--- config.mk ---
export PLATFORM = sky130hd
export DESIGN_NAME = lfu_min_heap_eviction_queue_flat
export DESIGN_NICKNAME = d
export VERILOG_FILES = /design/src/sv/lfu_pkg.sv /design/src/sv/lfu_in_if.sv /design/src/sv/lfu_out_if.sv /design/src/sv/lfu_min_heap_eviction_queue.sv /design/src/sv/lfu_ram.sv /design/src/flat_wrapper.sv
export SDC_FILE = /design/constraint.sdc
export NUM_CORES = 2
export LEC_CHECK = 0
export BUFFER_PORTS_ARGS = -buffer_cell sky130_fd_sc_hd__buf_2
export CAP_MARGIN = 15
export CORE_MARGIN = 5
export CORE_UTILIZATION = 41
export DETAILED_ROUTE_END_ITERATION = 10
export HOLD_SLACK_MARGIN = 0.12
export PLACE_DENSITY_LB_ADDON = 0.25
export RECOVER_POWER = 100
export SYNTH_ARGS = -nofsm -noshare
export SYNTH_HDL_FRONTEND = slang
export SYNTH_SLANG_ARGS = --single-unit
--- constraint.sdc ---
create_clock -name clk -period 6.8 [get_ports clk]
set_clock_uncertainty 0.15 [all_clocks]
set_input_delay 2.04 -clock clk [delete_from_list [all_inputs] [get_ports clk]]
set_output_delay 2.04 -clock clk [all_outputs]
set_load 0.1 [all_outputs]
--- src/sv/lfu_pkg.sv ---
package lfu_pkg;

	localparam int MODE_W   = 2;
	localparam int HANDLE_W = 6;
	localparam int FCOUNT_W = 16;
	localparam int STATUS_W = 3;
	localparam int OCC_W    = 7;

	typedef enum logic [MODE_W-1:0] {
		MODE_INSERT = 2'd0,
		MODE_TOUCH  = 2'd1,
		MODE_EVICT  = 2'd2
	} lfu_mode_t;

	typedef enum logic [STATUS_W-1:0] {
		ST_OK     = 3'd0,
		ST_FULL   = 3'd1,
		ST_EMPTY  = 3'd2,
		ST_ABSENT = 3'd3,
		ST_DUP    = 3'd4
	} lfu_status_t;

	typedef enum logic [3:0] {
		S_IDLE,
		S_EV_ROOT,
		S_TS_WAIT,
		S_LD_CUR,
		S_UP_CHK,
		S_UP_CMP,
		S_DN_CHK,
		S_DN_L,
		S_DN_R,
		S_DN_CMP,
		S_PLACE,
		S_DONE
	} lfu_state_t;

endpackage

--- src/sv/lfu_in_if.sv ---
interface lfu_in_if import lfu_pkg::*; ();
	logic                valid;
	logic                ready;
	logic [MODE_W-1:0]   mode;
	logic [HANDLE_W-1:0] handle;
	logic [FCOUNT_W-1:0] start_count;

	modport source (output valid, output mode, output handle, output start_count, input ready);
	modport sink (input valid, input mode, input handle, input start_count, output ready);
endinterface

--- src/sv/lfu_out_if.sv ---
interface lfu_out_if import lfu_pkg::*; ();
	logic                valid;
	logic                ready;
	logic [STATUS_W-1:0] status;
	logic [HANDLE_W-1:0] evicted_handle;
	logic [FCOUNT_W-1:0] evicted_count;
	logic [OCC_W-1:0]    occupancy;

	modport source (output valid, output status, output evicted_handle,
		output evicted_count, output occupancy, input ready);
	modport sink (input valid, input status, input evicted_handle,
		input evicted_count, input occupancy, output ready);
endinterface

--- src/sv/lfu_min_heap_eviction_queue.sv ---
// LFU eviction queue kept as a binary min-heap of (handle, access count).
// Request channel req carries mode, handle and start_count; every accepted
// word yields exactly one word on the response channel rsp with status,
// evicted_handle, evicted_count and occupancy.
// Insert sifts the new entry up, touch bumps a count (saturating) and sifts
// it down, evict reports the root and sifts the last entry down from the top.
// One request is worked at a time; req.ready is high only while idle.
// A rejected or unused request goes straight to the response; an evict that
// empties the heap reports the root with no sift. Insert climbs level by
// level, and touch and evict descend level by level, until the entry is
// placed; req.ready returns as rsp.valid rises. The heap memory sets the
// pace: one registered read per cycle, so each level needs the parent or
// both children read in turn before the move is written back.
// The response sits in an output register; while rsp.ready is low the block
// may take the next request and finish its work, then waits with its
// result until the register frees.
// Reset (arst_n low) empties the heap: the present flags and the size clear
// at once, there is no memory clearing pass, and requests are taken in the
// first cycle after reset.
module lfu_min_heap_eviction_queue import lfu_pkg::*; #(
	parameter int HEAP_DEPTH  = 64,
	parameter int NUM_HANDLES = 64,
	parameter int COUNT_WIDTH = 16
) (
	input  logic       clk,
	input  logic       arst_n,
	lfu_in_if.sink     req,
	lfu_out_if.source  rsp
);

	localparam int PRES_N = (NUM_HANDLES < 2**HANDLE_W) ? NUM_HANDLES : 2**HANDLE_W;
	localparam int HIX_W  = $clog2(PRES_N);
	localparam int SL_W   = $clog2(HEAP_DEPTH);
	localparam int SZ_W   = $clog2(HEAP_DEPTH + 1);
	localparam int CH_W   = SL_W + 2;

	typedef struct packed {
		logic [HIX_W-1:0]       h;
		logic [COUNT_WIDTH-1:0] c;
	} ent_t;

	lfu_state_t state_q, state_d;

	logic [SZ_W-1:0]   size_q;
	logic [PRES_N-1:0] present_q;
	logic [MODE_W-1:0] mode_q;
	logic [SL_W-1:0]   i_q;
	logic [SL_W-1:0]   ch_slot_q;
	ent_t              cur_q, ch_q, ev_q;
	lfu_status_t       status_q;

	logic                rsp_valid_q;
	logic [STATUS_W-1:0] rsp_status_q;
	logic [HANDLE_W-1:0] rsp_ev_h_q;
	logic [FCOUNT_W-1:0] rsp_ev_c_q;
	logic [OCC_W-1:0]    rsp_occ_q;

	logic              acc, acc_go, rsp_load;
	lfu_status_t       acc_status;
	logic [HIX_W-1:0]  hidx;
	logic              h_ok, full;
	logic [CH_W-1:0]   lc, rc, size_x;
	logic              lc_in, rc_in;
	logic [SL_W-1:0]   parent;

	logic              h_we, s_we;
	logic [SL_W-1:0]   h_waddr, h_raddr, s_wdata;
	ent_t              h_wdata, hrd;
	logic [HIX_W-1:0]  s_waddr, s_raddr;
	logic [SL_W-1:0]   sl_rd;

	logic [COUNT_WIDTH-1:0] cmp_a, cmp_b;
	logic                   cmp_le;
	logic [COUNT_WIDTH-1:0] cnt_inc;

	lfu_ram #(.WIDTH(HIX_W + COUNT_WIDTH), .DEPTH(HEAP_DEPTH)) u_heap_ram (
		.clk   (clk),
		.we    (h_we),
		.waddr (h_waddr),
		.wdata (h_wdata),
		.raddr (h_raddr),
		.rdata (hrd)
	);

	lfu_ram #(.WIDTH(SL_W), .DEPTH(PRES_N)) u_slot_ram (
		.clk   (clk),
		.we    (s_we),
		.waddr (s_waddr),
		.wdata (s_wdata),
		.raddr (s_raddr),
		.rdata (sl_rd)
	);

	assign acc      = req.valid && req.ready;
	assign hidx     = req.handle[HIX_W-1:0];
	assign h_ok     = int'(req.handle) < NUM_HANDLES;
	assign full     = size_q >= SZ_W'(HEAP_DEPTH);
	assign lc       = {1'b0, i_q, 1'b1};
	assign rc       = lc + CH_W'(1);
	assign size_x   = CH_W'(size_q);
	assign lc_in    = lc < size_x;
	assign rc_in    = rc < size_x;
	assign parent   = (i_q - SL_W'(1)) >> 1;
	assign cmp_le   = cmp_a <= cmp_b;
	assign cnt_inc  = (hrd.c == '1) ? hrd.c : hrd.c + COUNT_WIDTH'(1);
	assign rsp_load = (state_q == S_DONE) && (!rsp_valid_q || rsp.ready);

	always_comb begin
		acc_go     = 1'b0;
		acc_status = ST_OK;
		case (req.mode)
			MODE_INSERT: begin
				if (full) begin
					acc_status = ST_FULL;
				end else if (!h_ok) begin
					acc_status = ST_ABSENT;
				end else if (present_q[hidx]) begin
					acc_status = ST_DUP;
				end else begin
					acc_go = 1'b1;
				end
			end
			MODE_TOUCH: begin
				if (!h_ok || !present_q[hidx]) begin
					acc_status = ST_ABSENT;
				end else begin
					acc_go = 1'b1;
				end
			end
			MODE_EVICT: begin
				if (size_q == '0) begin
					acc_status = ST_EMPTY;
				end else begin
					acc_go = 1'b1;
				end
			end
			default: begin
				acc_go = 1'b0;
			end
		endcase
	end

	always_comb begin
		state_d = state_q;
		case (state_q)
			S_IDLE: begin
				if (acc) begin
					if (!acc_go) begin
						state_d = S_DONE;
					end else if (req.mode == MODE_INSERT) begin
						state_d = S_UP_CHK;
					end else if (req.mode == MODE_TOUCH) begin
						state_d = S_TS_WAIT;
					end else begin
						state_d = S_EV_ROOT;
					end
				end
			end
			S_EV_ROOT: state_d = (size_q == '0) ? S_DONE : S_LD_CUR;
			S_TS_WAIT: state_d = S_LD_CUR;
			S_LD_CUR:  state_d = S_DN_CHK;
			S_UP_CHK:  state_d = (i_q == '0) ? S_PLACE : S_UP_CMP;
			S_UP_CMP:  state_d = cmp_le ? S_UP_CHK : S_PLACE;
			S_DN_CHK:  state_d = lc_in ? S_DN_L : S_PLACE;
			S_DN_L:    state_d = rc_in ? S_DN_R : S_DN_CMP;
			S_DN_R:    state_d = S_DN_CMP;
			S_DN_CMP:  state_d = cmp_le ? S_PLACE : S_DN_CHK;
			S_PLACE:   state_d = S_DONE;
			S_DONE: begin
				if (rsp_load) begin
					state_d = S_IDLE;
				end
			end
			default: state_d = S_IDLE;
		endcase
	end

	always_comb begin
		req.ready = (state_q == S_IDLE);
		h_we      = 1'b0;
		h_waddr   = i_q;
		h_wdata   = cur_q;
		h_raddr   = '0;
		s_we      = 1'b0;
		s_waddr   = cur_q.h;
		s_wdata   = i_q;
		s_raddr   = hidx;
		cmp_a     = cur_q.c;
		cmp_b     = ch_q.c;
		case (state_q)
			S_EV_ROOT: h_raddr = SL_W'(size_q);
			S_TS_WAIT: h_raddr = sl_rd;
			S_UP_CHK:  h_raddr = parent;
			S_UP_CMP: begin
				cmp_b   = hrd.c;
				h_we    = cmp_le;
				h_wdata = hrd;
				s_we    = cmp_le;
				s_waddr = hrd.h;
			end
			S_DN_CHK:  h_raddr = lc[SL_W-1:0];
			S_DN_L:    h_raddr = rc[SL_W-1:0];
			S_DN_R: begin
				cmp_a = hrd.c;
			end
			S_DN_CMP: begin
				h_we    = !cmp_le;
				h_wdata = ch_q;
				s_we    = !cmp_le;
				s_waddr = ch_q.h;
			end
			S_PLACE: begin
				h_we = 1'b1;
				s_we = 1'b1;
			end
			default: begin
				h_raddr = '0;
			end
		endcase
	end

	always_ff @(posedge clk or negedge arst_n) begin
		if (!arst_n) begin
			state_q     <= S_IDLE;
			size_q      <= '0;
			present_q   <= '0;
			rsp_valid_q <= 1'b0;
		end else begin
			state_q <= state_d;
			if (acc && acc_go && req.mode == MODE_INSERT) begin
				size_q          <= size_q + SZ_W'(1);
				present_q[hidx] <= 1'b1;
			end else if (acc && acc_go && req.mode == MODE_EVICT) begin
				size_q <= size_q - SZ_W'(1);
			end
			if (state_q == S_EV_ROOT) begin
				present_q[hrd.h] <= 1'b0;
			end
			if (rsp_load) begin
				rsp_valid_q <= 1'b1;
			end else if (rsp.ready) begin
				rsp_valid_q <= 1'b0;
			end
		end
	end

	always_ff @(posedge clk) begin
		case (state_q)
			S_IDLE: begin
				if (acc) begin
					mode_q   <= req.mode;
					status_q <= acc_status;
					ev_q     <= '0;
					cur_q    <= '{h: hidx, c: COUNT_WIDTH'(req.start_count)};
					i_q      <= SL_W'(size_q);
				end
			end
			S_EV_ROOT: begin
				ev_q <= hrd;
				i_q  <= '0;
			end
			S_TS_WAIT: i_q <= sl_rd;
			S_LD_CUR: begin
				cur_q.h <= hrd.h;
				cur_q.c <= (mode_q == MODE_TOUCH) ? cnt_inc : hrd.c;
			end
			S_UP_CMP: begin
				if (cmp_le) begin
					i_q <= parent;
				end
			end
			S_DN_L: begin
				ch_q      <= hrd;
				ch_slot_q <= lc[SL_W-1:0];
			end
			S_DN_R: begin
				if (cmp_le) begin
					ch_q      <= hrd;
					ch_slot_q <= rc[SL_W-1:0];
				end
			end
			S_DN_CMP: begin
				if (!cmp_le) begin
					i_q <= ch_slot_q;
				end
			end
			default: begin
				mode_q <= mode_q;
			end
		endcase
		if (rsp_load) begin
			rsp_status_q <= status_q;
			rsp_ev_h_q   <= HANDLE_W'(ev_q.h);
			rsp_ev_c_q   <= FCOUNT_W'(ev_q.c);
			rsp_occ_q    <= OCC_W'(size_q);
		end
	end

	assign rsp.valid          = rsp_valid_q;
	assign rsp.status         = rsp_status_q;
	assign rsp.evicted_handle = rsp_ev_h_q;
	assign rsp.evicted_count  = rsp_ev_c_q;
	assign rsp.occupancy      = rsp_occ_q;

`ifndef SYNTHESIS
	a_size_bound: assert property (@(posedge clk) disable iff (!arst_n)
		int'(size_q) <= HEAP_DEPTH)
		else $error("heap size above depth");

	a_present_count: assert property (@(posedge clk) disable iff (!arst_n)
		state_q != S_EV_ROOT |-> $countones(present_q) == int'(size_q))
		else $error("present flags disagree with heap size");

	a_rsp_from_done: assert property (@(posedge clk) disable iff (!arst_n)
		$rose(rsp_valid_q) |-> $past(state_q) == S_DONE)
		else $error("response raised outside done state");

	a_busy_not_ready: assert property (@(posedge clk) disable iff (!arst_n)
		acc && acc_go |=> !req.ready)
		else $error("request taken while heap work pending");
`endif

endmodule

--- src/sv/lfu_ram.sv ---
module lfu_ram #(
	parameter int WIDTH = 8,
	parameter int DEPTH = 64
) (
	input  logic                     clk,
	input  logic                     we,
	input  logic [$clog2(DEPTH)-1:0] waddr,
	input  logic [WIDTH-1:0]         wdata,
	input  logic [$clog2(DEPTH)-1:0] raddr,
	output logic [WIDTH-1:0]         rdata
);

	logic [WIDTH-1:0] mem [DEPTH];

	always_ff @(posedge clk) begin
		if (we) begin
			mem[waddr] <= wdata;
		end
		rdata <= mem[raddr];
	end

endmodule
--- src/flat_wrapper.sv ---
// flat-port wrapper written by rule: the top's interface ports become plain ports
module lfu_min_heap_eviction_queue_flat import lfu_pkg::*;
#(
	parameter int HEAP_DEPTH  = 64,
	parameter int NUM_HANDLES = 64,
	parameter int COUNT_WIDTH = 16
)
  (clk, arst_n, req_valid, req_mode, req_handle, req_start_count, req_ready, rsp_valid, rsp_status, rsp_evicted_handle, rsp_evicted_count, rsp_occupancy, rsp_ready);
  lfu_in_if req_i ();
  lfu_out_if rsp_i ();
  input  logic clk;
  input  logic arst_n;
  input wire logic [$bits(req_i.valid)-1:0] req_valid;
  input wire logic [$bits(req_i.mode)-1:0] req_mode;
  input wire logic [$bits(req_i.handle)-1:0] req_handle;
  input wire logic [$bits(req_i.start_count)-1:0] req_start_count;
  output wire logic [$bits(req_i.ready)-1:0] req_ready;
  output wire logic [$bits(rsp_i.valid)-1:0] rsp_valid;
  output wire logic [$bits(rsp_i.status)-1:0] rsp_status;
  output wire logic [$bits(rsp_i.evicted_handle)-1:0] rsp_evicted_handle;
  output wire logic [$bits(rsp_i.evicted_count)-1:0] rsp_evicted_count;
  output wire logic [$bits(rsp_i.occupancy)-1:0] rsp_occupancy;
  input wire logic [$bits(rsp_i.ready)-1:0] rsp_ready;
  assign req_i.valid = req_valid;
  assign req_i.mode = req_mode;
  assign req_i.handle = req_handle;
  assign req_i.start_count = req_start_count;
  assign req_ready = req_i.ready;
  assign rsp_valid = rsp_i.valid;
  assign rsp_status = rsp_i.status;
  assign rsp_evicted_handle = rsp_i.evicted_handle;
  assign rsp_evicted_count = rsp_i.evicted_count;
  assign rsp_occupancy = rsp_i.occupancy;
  assign rsp_i.ready = rsp_ready;
  lfu_min_heap_eviction_queue #(.HEAP_DEPTH(HEAP_DEPTH), .NUM_HANDLES(NUM_HANDLES), .COUNT_WIDTH(COUNT_WIDTH)) u_core (.clk(clk), .arst_n(arst_n), .req(req_i), .rsp(rsp_i));
endmodule
==> flow_summary_export.csv <==
group,metric,value,unit
status,outcome,"finished, violations left",
status,violations,"capacitance limit, slew limit",
cells_and_area,drive_gt1_share,13.4,%
floorplanning,dieArea,205000,um^2
routing,dr_total_vias,47348,
worst_setup_path,path_buf_inv,3,
clock_network,clockBufferDepth,3,
worst_setup_path,worst_ep_arrival_time,7.25,ns
cells_and_area,layoutNonFillerInstCount,8009,
worst_setup_path,cp_cell_sequence,"clkbuf_1 -> clkbuf_2 -> nand2b_1 -> nor2_2 -> clkbuf_1 -> a22oi_1 -> a41oi_1 -> nor4_1 -> o211ai_1",
placement,dp_slack,0.835,ns
clock_network,cts_inserted_buffers,195,
flow_run,cap_viol_max_count,29,
clock_network,cts_sinks,2011,
pwr,power.leakage,30.2,nW
cells_and_area,layout.nets,5280,
cells_and_area,final_cell_mix,"edfxtp_1 (1,907), nand2_1 (693), nand3_1 (266)",
clock_network,hold_buffers,0,
pwr,p_total,40.5,mW
routing,wl_per_cell,29.7,um
worst_setup_path,required,7.41,ns
global_route,gr-total-overflow,0,
routing,routed_wl,238000,um
clock_network,htreeDepth,4,
pwr,power.density,451,nW/um^2
timing,tns,0,ns
floorplanning,core,195000,um^2
global_route,grt_max_degree,120,
floorplanning,initial_utilization,41.2,%
clock_network,cts_tree,"done",
placement,dp.cells,7642,
cells_and_area,fill_cells,16883,
floorplanning,die_w,452,um
floorplanning,ios,62,
routing,ant_nets,0,
synthesis,synth_nets,5131,
timing,holdWs,0.267,ns
cells_and_area,multi_input_area,19000,um^2
cells_and_area,final_common_cell,"edfxtp_1",
routing,drc,0,
timing,finalSetupViolCount,0,
global_route,grt_pass1_wl,337000,um
synthesis,synth_area,80300,um^2
timing,slew_violations,1240,
min_path,min_path_type,"reg -> reg",
synthesis,syn_inst,5066,
timing,hold_viol,0,
routing,first_pass_iters,6,
synthesis,synth_ff_type,"edfxtp_1",
timing,rsz0062_at_grt,"false",
synthesis,synthArstFlopShare,3.78,%
global_route,grt_pass1_vias,45201,
placement,hpwl,145000,um
routing,vias_per_cell,5.91,
worst_setup_path,start_kind,"input port",
worst_setup_path,slowest_delay,1.24,ns
timing,post-route-period-util,97.6,%
synthesis,yosysUniqueCellTypes,85,
global_route,track_usage,22.7,%
clock_network,cts-root-buf,"clkbuf_16",
clock_network,clk_transition_reported_paths,0.06,ns
cells_and_area,final_area,89700,um^2
cells_and_area,final_util,46.1,%
timing,finalWorstSetupSlack,0.166,ns
timing,layout_min_cycle_time,6.63,ns
floorplanning,rows,162,
synthesis,synth-seq-cells,2011,
timing,slew_headroom,-184,%
placement,portBuffers,61,
placement,gp_congestion,0.900,
floorplanning,die_y,452,um
timing,fmax,0.151,GHz
clock_network,post_cts_buffers,0,
synthesis,yosysWarnings,0,
worst_setup_path,crit_fanout,48,
worst_setup_path,slowest_stage,"clkbuf_2",
cells_and_area,regArea,59700,um^2
timing,worst_slew_pin_slew,4.26,ns
cells_and_area,area.growth.synth_to_final,11.8,%
worst_setup_path,path_class,"in -> reg",
clock_network,clk_latency,0.84,ns
clock_network,ctsResizeCount,0,
placement,place_area,84500,um^2
worst_setup_path,crit_family,"buffers and inverters",
pwr,ir_worst_vdd,0.424,mV
worst_setup_path,cp-end-kind,"flop",
routing,drtIter0Drc,6729,
synthesis,avgSynthCellArea,15.8,um^2
synthesis,synth_seq_area_share,74.4,%
synthesis,synth_edf_count,1907,
global_route,antenna_found_initial,4,
worst_setup_path,crit_top_cell,"clkbuf_1",
-- routing by layer --
layer	up-vias	wire [um]	track usage [%]
li1	20160	-	-
met1	24332	95700	32.0
met2	2470	113000	36.5
met3	386	21500	3.96
met4	0	8000	7.01
met5	-	0	0
-- cell usage after synthesis (all sizes together), types with 4 or more instances --
| library cell | number | area share, % |
|---|---|---|
| a22o | 19 | 0.21 |
| mux4 | 196 | 5.5 |
| nor3b | 7 | 0.065 |
| a21oi | 191 | 1.2 |
| and2 | 29 | 0.23 |
| a221o | 21 | 0.26 |
| o21ai | 60 | 0.38 |
| nand2b | 13 | 0.10 |
| nor4 | 28 | 0.37 |
| xnor2 | 11 | 0.12 |
| a31oi | 76 | 0.59 |
| nor2 | 189 | 0.89 |
| or3b | 5 | 0.055 |
| and3 | 85 | 0.66 |
| nand2 | 695 | 3.2 |
| nor3 | 142 | 0.89 |
| a21o | 10 | 0.094 |
| xor2 | 14 | 0.15 |
| o21a | 4 | 0.037 |
| a222oi | 7 | 0.087 |
| ha | 36 | 0.56 |
| nand3b | 6 | 0.056 |
| mux2 | 15 | 0.21 |
| mux2i | 174 | 2.2 |
| or4 | 44 | 0.41 |
| a22oi | 96 | 0.90 |
| a211oi | 4 | 0.044 |
| dfxtp | 28 | 0.70 |
| edfxtp | 1907 | 71 |
| a221oi | 31 | 0.34 |
| and3b | 6 | 0.065 |
| dfrtp | 76 | 2.4 |
| or3 | 14 | 0.12 |
| clkbuf | 153 | 0.72 |
| o22ai | 124 | 0.97 |
| or2 | 15 | 0.12 |
| buf | 160 | 1.2 |
| o211ai | 5 | 0.053 |
| nor2b | 9 | 0.070 |
| nand4 | 19 | 0.15 |
| nand3 | 267 | 1.7 |
| inv | 27 | 0.13 |
-- power by group --
group | total, mW | leakage (nW) | internal [mW] | switching (mW)
clock | 10.4 | 2.97 | 5.72 | 4.67
combinational | 13.5 | 8.79 | 3.50 | 9.95
sequential | 16.6 | 18.5 | 16.1 | 0.475
total | 40.5 | 30.2 | 25.4 | 15.1
-- registers in the layout, summed over array words and instances, names as in the netlist --
register and flops:
u_core.ch_q 22, u_core.ch_slot_q 6, u_core.cur_q 22, u_core.ev_q 22, u_core.h_waddr 6, u_core.mode_q 2, u_core.present_q 64, u_core.rsp.evicted_count 16
u_core.rsp.evicted_handle 6, u_core.rsp.occupancy 7, u_core.rsp.status 3, u_core.rsp.valid 1, u_core.size_q 7, u_core.state_q 4, u_core.status_q 3, u_core.u_heap_ram.mem 1408
u_core.u_heap_ram.rdata 22, u_core.u_slot_ram.mem 384, u_core.u_slot_ram.rdata 6
-- final timing paths --
kind / start / to / slack (ns) / cells past startpoint
max: req_handle[1] / u_core.u_slot_ram.rdata[1] / 0.17 / 9
max reg2reg: u_core.h_waddr[3] / u_core.u_heap_ram.rdata[2] / 0.29 / 11
max in group asynchronous: arst_n / u_core.state_q[0] / 1.53 / 1
min in group asynchronous: arst_n / u_core.rsp.valid / 2.55 / 1
min reg2reg: u_core.ev_q[15] / u_core.rsp.evicted_count[15] / 0.27 / 0
min: u_core.ev_q[15] / u_core.rsp.evicted_count[15] / 0.27 / 0
-- cells by family after synthesis --
logic type	share of synthesized area, %
buffers and inverters	2.01
muxes	7.88
xor gates and xnor gates	0.273
AOI/OAI and AO/OA	5.52
and+or+nand+nor	9.33
adders and majority gates	0.586
DFF	74.4
-- cell type report --
cell class	count	area share (%)
diodes	2	0.00558
clock buffers	249	5.74
clock inverters	116	1.05
inverters	29	0.121
multi-input cells	2713	21.1
flip-flops and latches	2011	66.6
well taps	2624	3.66
repair buffers	265	1.73
No activity file was read; power rests on OpenSTA's default activity.
